File: config.mk
export PLATFORM = sky130hd
export DESIGN_NAME = sde_color_unit
export DESIGN_NICKNAME = d
export VERILOG_FILES = /design/src/hdl/sde_pkg.sv /design/src/hdl/sde_color_unit.sv
export SDC_FILE = /design/constraint.sdc
export NUM_CORES = 1
export LEC_CHECK = 0
export BUFFER_PORTS_ARGS = -buffer_cell sky130_fd_sc_hd__buf_2
export CORE_MARGIN = 2
export CORE_UTILIZATION = 41
export DETAILED_ROUTE_END_ITERATION = 16
export GPL_ROUTABILITY_DRIVEN = 1
export GPL_TIMING_DRIVEN = 0
export MAX_ROUTING_LAYER = met4
export PLACE_DENSITY = 0.86
export SYNTH_ARGS = -nofsm -noshare
export SYNTH_HDL_FRONTEND = slang
export SYNTH_SLANG_ARGS = --single-unit
File: constraint.sdc
create_clock -name vclk -period 1.9
set_input_delay 0 -clock vclk [all_inputs]
set_output_delay 0 -clock vclk [all_outputs]
set_load 0.02 [all_outputs]
File: src/hdl/sde_pkg.sv
// ----------------------------------------------------------------------------
// Sprite draw engine package
// Shared types, register codes and the fixed RGB565 palette.
// ----------------------------------------------------------------------------
package sde_pkg;

  localparam int STORE_AW = 14;

  typedef enum logic [1:0] {
    CFG_SCREEN_WIDTH  = 2'd0,
    CFG_SCREEN_HEIGHT = 2'd1,
    CFG_SWAP_BYTES    = 2'd2,
    CFG_PALETTE_REMAP = 2'd3
  } cfg_reg_t;

  localparam logic [8:0]  RST_SCREEN_WIDTH  = 9'd256;
  localparam logic [8:0]  RST_SCREEN_HEIGHT = 9'd150;
  localparam logic        RST_SWAP_BYTES    = 1'b0;
  localparam logic [63:0] RST_PALETTE_REMAP = 64'hFEDC_BA98_7654_3210;

  localparam logic [15:0] PALETTE [16] = '{
    16'h0000, 16'h194A, 16'h792A, 16'h0429, 16'hAB49, 16'h5AEB, 16'hC618, 16'hFFDF,
    16'hF809, 16'hFD20, 16'hFFE4, 16'h07E4, 16'h2D7F, 16'h83B3, 16'hFBB5, 16'hFE75
  };

  typedef struct packed {
    logic [3:0] index;
    logic       swap;
  } color_req_t;

endpackage

File: src/hdl/sde_color_unit.sv
// ----------------------------------------------------------------------------
// Sprite draw engine color unit
// Remaps a 4-bit sheet index, looks it up in the palette and optionally swaps bytes.
// ----------------------------------------------------------------------------
module sde_color_unit
  import sde_pkg::*;
(
  input  logic [63:0] remap,
  input  color_req_t  req,
  output logic [15:0] color
);

  logic [3:0]  mapped;
  logic [15:0] base_color;

  assign mapped     = remap[{req.index, 2'b00} +: 4];
  assign base_color = PALETTE[mapped];
  assign color      = req.swap ? {base_color[7:0], base_color[15:8]} : base_color;

endmodule

==> results of run 1 <==
==> power by group through the flow <==
stage	clock network [mW]	logic, mW	registers [mW]
2_1_floorplan	0	0.720	0
6_report	0	1.24	0
3_3_place_gp	0	0.939	0
4_1_cts	0	1.11	0
3_5_place_dp	0	0.961	0
5_1_grt	0	1.33	0
==> kinds of logic after synthesis <==
logic type      synth area share [%]
compound gates                 8.700
fa+ha+maj                      7.648
buf+inv                        10.32
mux                            60.13
simple gates                   13.19
==> layout make-up <==
| cell class | count | area [sq um] | share of cell area [%] |
|---|---|---|---|
| well taps | 44 | 55.05 | 2.453 |
| multi-input cells | 114 | 1348 | 60.03 |
| plain buffers | 14 | 162.7 | 7.246 |
| inverters | 6 | 30.03 | 1.338 |
| repair buffers | 103 | 649.4 | 28.93 |
==> metrics by stage <==
stage	util (%)	setup slack, ns
floorplan	-	-0.06235
global placement	62.01	-0.2841
detailed placement	62.01	-0.3151
CTS	69.39	-0.2017
global route	73.52	-0.2483
finish	73.52	-0.1639
==> per-layer routing <==
metal | track usage [%] | vias to the layer above | share of wire [%]
met5 | - | - | 0
met4 | 1.553 | 0 | 0
met3 | 1.919 | 0 | 6.0
met2 | 44.57 | 64 | 55
met1 | 26.72 | 719 | 39
li1 | - | 734 | -
==> synthesized netlist by cell type (2+ instances only) <==
library cell and count:
and4_1 2, mux2i_4 2, nand2_1 11, buf_2 5
a21oi_1 2, nand3_1 8, and3_1 2, buf_6 3
mux4_1 7, mux2_2 2, buf_4 3, o21ai_0 5
inv_1 5, clkbuf_1 3, nand3b_1 2, o22ai_1 2
ha_1 8, nor2_1 6, mux4_2 8, mux2i_1 34
nor2b_1 2, o32a_1 2
==> path summary, 6_finish.rpt <==
path              cells past startpoint  slack, ns   start  endpoint
setup / recovery                     13      -0.16  req[2]  color[8]
hold / removal                        3       0.61  req[0]  color[0]
==> what timing repair did <==
item                       4_1_cts  5_1_grt
setup endpoints to repair       16       16
setup buffers                   14        7
gates resized for setup         38       26
pin swaps                        4        7
hold buffers                     0        0
==> results by group, run 1 <==
Floorplanning
  • Core Rows: 20
  • IO Pins: 85
  • DIE HEIGHT: 60.50 microns
  • Die W: 60.50 microns
  • Die Footprint: 0.003660 sq mm
  • Starting Density: 42.87%
  • Core area: 0.003053 sq mm

Cells and area
  • Commonest non-fill, non-tap cell in the layout: buf_2
  • # fillers: 237
  • Number of diodes: 0
  • P&R area growth vs syn: 71.51%
  • FFs & Latches: 0
  • Register area: 0 sq um
  • NumNets Final: 316
  • Most frequent cells in the layout: buf_2, buf_4, mux2i_1
  • Clock buf count: 0
  • Fin cells: 281
  • Fraction of layout cells with a size suffix above 1: 71.31%
  • Fin area: 0.002245 sq mm

Drt
  • WL/cell: 14.66 microns
  • Initial DRC Count: 63
  • Routed vias: 1517
  • First-pass DRT Iterations: 4
  • Post-DRT Antenna Nets: 0
  • DR vias/cell: 5.399
  • DRC violations left: 0
  • Final wirelength: 4119 microns

Global route
  • First-pass GRT wire length: 6444 microns
  • Grt total ovfl: 0
  • Antenna violations before repair: 0
  • Vias in the first global route: 1498
  • Largest net degree at the start of global routing: 11
  • Tot GR Track Use: 22.96%

Synthesis
  • Top cell type's share of synthesized area: 26.00%
  • Yosys warning total: 0
  • Cell area after synthesis: 0.001309 sq mm
  • Unique masters post-synth: 33
  • Leading area contributor after synthesis: mux2i_1
  • Register area share after synthesis: 0%
  • Synth area leaders: mux2i_1, mux4_1, mux4_2
  • Post-synthesis cell count: 135
  • Net Count, Synth: 212
  • Syn Area/Cell: 9.694 sq um

Power and ir drop
  • Total power: 1.236 mW
  • Reg power frac: 0%
  • Comb power frac: 100.0%
  • Clk pwr share: 0%
  • Sw Share: 48.24%
  • Switching pwr: 0.5962 mW
  • Leakage power: 1.044 nW
  • Cell Int Power: 0.6397 mW
  • Worst VDD drop: 0.1831 mV
  • Pwr dens: 550.6 mW/mm^2

Worst setup path
  • Worst Setup Start Kind: input port
  • Slowest-stage cell, CP: o22ai_1
  • Buf/Inv on CP: 7
  • Worst EP arrival: 2.06 ns
  • CP required: 1.90 ns
  • Max FO, Critical Path: 9
  • CP Class: in2out
  • Worst path max stage delay: 0.32 ns
  • CP Cell Sequence: buf_12 -> buf_8 -> buf_4 -> mux4_2 -> nand2_1 -> and4_1 -> buf_6 -> buf_4 -> buf_4 -> ha_1 -> o22ai_1 -> mux2i_2 -> buf_2
  • Worst path top cell family by delay: buffers and inverters
  • CP most frequent cell: buf_4
  • CP endpoint kind: output pin

STA
  • Final hold vios: 0
  • Hold_ws: 0.6064 ns
  • RSZ-0062 raised after global routing: yes
  • Tcrit/Tclk final: 108.6%
  • Fin crit period: 2.064 ns
  • FMAX: 484.5 MHz
  • Setup WS post-layout: -0.1639 ns
  • Setup violators final: 15
  • Max Transition Viols Final: 0
  • Worst slew pin tran: 0.8617 ns
  • TNS Setup: -1.910 ns
  • Rel. slew slack: 42.55%

Status
  • Outcome: complete, but fails checks
  • Failing checks: setup timing

Placement
  • Placed Instance Area: 0.001893 sq mm
  • Cell count after placement: 261
  • Port Buffer Count: 82
  • Placer Congestion: 0.8682
  • Hpwl dp: 3082 microns

Worst hold path
  • HP Class: in2out

Flow run
  • Max Cap Viol: 0
(Power assumes the default switching activity.)
==> run 2: changes to the inputs <==
--- a/config.mk
+++ b/config.mk
@@ -13,6 +13,7 @@
 export GPL_TIMING_DRIVEN = 0
 export MAX_ROUTING_LAYER = met4
 export PLACE_DENSITY = 0.86
+export REMOVE_ABC_BUFFERS = 1
 export SYNTH_ARGS = -nofsm -noshare
 export SYNTH_HDL_FRONTEND = slang
 export SYNTH_SLANG_ARGS = --single-unit
==> run 2 against run 1 <==
Against the previous run:
- the run still ends with setup timing left
- worst hold slack got worse by 0.026 ns
- critical path depth decreased by 4
- sequential share of layout area unchanged
- first-iteration DRC count increased by 9.5%
- power decreased by 9.5%
- non-clock buffer count decreased by 11
- count of clock-buffer cells in the layout unchanged
- die area unchanged
==> results by group, run 2 (synthesis results as in run 1) <==
Worst setup path
  • Worst path top cell family by delay: multiplexers
  • Worst path max stage delay: 0.53 ns (+0.21 ns)
  • CP Cell Sequence: buf_16 -> mux4_2 -> a22oi_2 -> and3_4 -> ha_4 -> mux2i_1 -> o21ai_1 -> mux2_2 -> buf_6
  • CP endpoint kind: output pin
  • Slowest-stage cell, CP: mux4_2
  • Worst EP arrival: 2.01 ns (-0.05 ns)
  • CP required: 1.90 ns (about the same)
  • CP Class: in2out
  • Worst Setup Start Kind: input port
  • Buf/Inv on CP: 2 (-5)
  • Max FO, Critical Path: 7 (-2)

Power and ir drop
  • Comb power frac: 100.0% (about the same)
  • Sw Share: 49.83% (+1.6 points)
  • Reg power frac: 0% (unchanged)
  • Switching pwr: 0.5570 mW (-6.6%)
  • Cell Int Power: 0.5608 mW (-12%)
  • Total power: 1.118 mW (-9.5%)
  • Worst VDD drop: 0.1807 mV (-1.3%)
  • Leakage power: 1.008 nW (-3.4%)
  • Clk pwr share: 0% (unchanged)
  • Pwr dens: 534.0 mW/mm^2 (-3.0%)

Cells and area
  • NumNets Final: 306 (-3.2%)
  • Fraction of layout cells with a size suffix above 1: 66.08% (-5.2 points)
  • End-of-flow core utilization: 68.57% (-5.0 points)
  • Clock buf count: 0 (unchanged)
  • Most frequent cells in the layout: buf_2, mux2i_1, buf_4
  • Register area: 0 sq um (unchanged)
  • Number of diodes: 0 (unchanged)
  • P&R area growth vs syn: 59.94%
  • FFs & Latches: 0 (unchanged)
  • Fin area: 0.002093 sq mm (-6.7%)
  • Commonest non-fill, non-tap cell in the layout: buf_2

Floorplanning
  • Starting Density: 42.87% (unchanged)
  • Die W: 60.50 microns (unchanged)
  • Die Footprint: 0.003660 sq mm (unchanged)
  • Core area: 0.003053 sq mm (unchanged)
  • Core Rows: 20 (unchanged)
  • DIE HEIGHT: 60.50 microns (unchanged)
  • IO Pins: 85 (unchanged)

STA
  • Worst slew pin tran: 0.4696 ns (-0.3921 ns)
  • Tcrit/Tclk final: 106.0% (-2.7 points)
  • Rel. slew slack: 68.69% (+26 points)
  • FMAX: 496.8 MHz (+2.5%)
  • RSZ-0062 raised after global routing: yes
  • Max Transition Viols Final: 0 (unchanged)
  • Hold_ws: 0.5800 ns (-0.02636 ns)
  • Fin crit period: 2.013 ns (-0.05080 ns)
  • Final hold vios: 0 (unchanged)
  • Setup WS post-layout: -0.1131 ns (+0.05080 ns)
  • Setup violators final: 15 (unchanged)

Drt
  • Post-DRT Antenna Nets: 0 (unchanged)
  • Initial DRC Count: 69 (+9.5%)
  • Final wirelength: 4338 microns (+5.3%)
  • DRC violations left: 0 (unchanged)
  • DR vias/cell: 5.583 (+3.4%)
  • Routed vias: 1513 (-0.26%)
  • First-pass DRT Iterations: 4 (unchanged)
  • WL/cell: 16.01 microns (+9.2%)

Global route
  • Vias in the first global route: 1474 (-1.6%)
  • First-pass GRT wire length: 6423 microns (-0.33%)
  • Grt total ovfl: 0 (unchanged)
  • Antenna violations before repair: 0 (unchanged)
  • Largest net degree at the start of global routing: 21 (+10)
  • Tot GR Track Use: 23.24% (+0.28 points)

Placement
  • Placer Congestion: 0.8680 (about the same)
  • Hpwl dp: 2868 microns (-6.9%)
  • Placed Instance Area: 0.001677 sq mm (-11%)
  • Port Buffer Count: 85 (+3.7%)

Status
  • Outcome: complete, but fails checks
  • Failing checks: setup timing

Flow run
  • Max Cap Viol: 0 (unchanged)

Worst hold path
  • HP Class: in2out
-- run 2: final timing paths --
path | depth (start not counted) | slack (ns) | startpoint | endpoint
setup / recovery | 9 | -0.11 | req[1] | color[1]
hold / removal | 3 | 0.58 | req[0] | color[11]
-- run 2: power groups by stage --
| stage | sequential (mW) | combinational (mW) | clock (mW) |
|---|---|---|---|
| 4_1_cts | 0 | 1.02 | 0 |
| 5_1_grt | 0 | 1.18 | 0 |
| 3_5_place_dp | 0 | 0.810 | 0 |
| 6_report | 0 | 1.12 | 0 |
| 2_1_floorplan | 0 | 0.557 | 0 |
| 3_3_place_gp | 0 | 0.792 | 0 |
-- run 2: final cells by class --
| class | count | area (sq um) |
|---|---|---|
| tap | 44 | 55.05 |
| multi-input combinational | 115 | 1309 |
| fill | 251 | 959.7 |
| inverter | 6 | 32.53 |
| timing repair buffer | 106 | 696.9 |
-- run 2: per-stage QoR --
stage | setup slack (ns) | setup TNS [ns] | instances
after floorplan | -0.4001 | -3.213 | 120
after global placement | -0.9571 | -13.81 | 249
after detailed placement | -1.031 | -14.79 | 249
after CTS | -0.06649 | -0.3736 | 269
after global routing | -0.1473 | -1.855 | 271
final | -0.1131 | -0.9177 | 271
-- run 2: timing repair --
| action | 4_1_cts | 5_1_grt |
|---|---|---|
| hold buffers | 0 | 0 |
| setup endpoints to repair | 16 | 16 |
| setup buffers | 18 | 2 |
| gates cloned | 2 | 0 |
| resized for setup | 51 | 20 |
| pin swaps | 9 | 5 |
-- run 2: routing by layer --
layer  wire length, microns  track usage [%]  part of all wire, %
met1                   1610            24.37                   37
met2                   2442            46.74                   56
met3                    239            1.919                  5.5
met4                     45            4.658                  1.0
met5                      0                -                    0
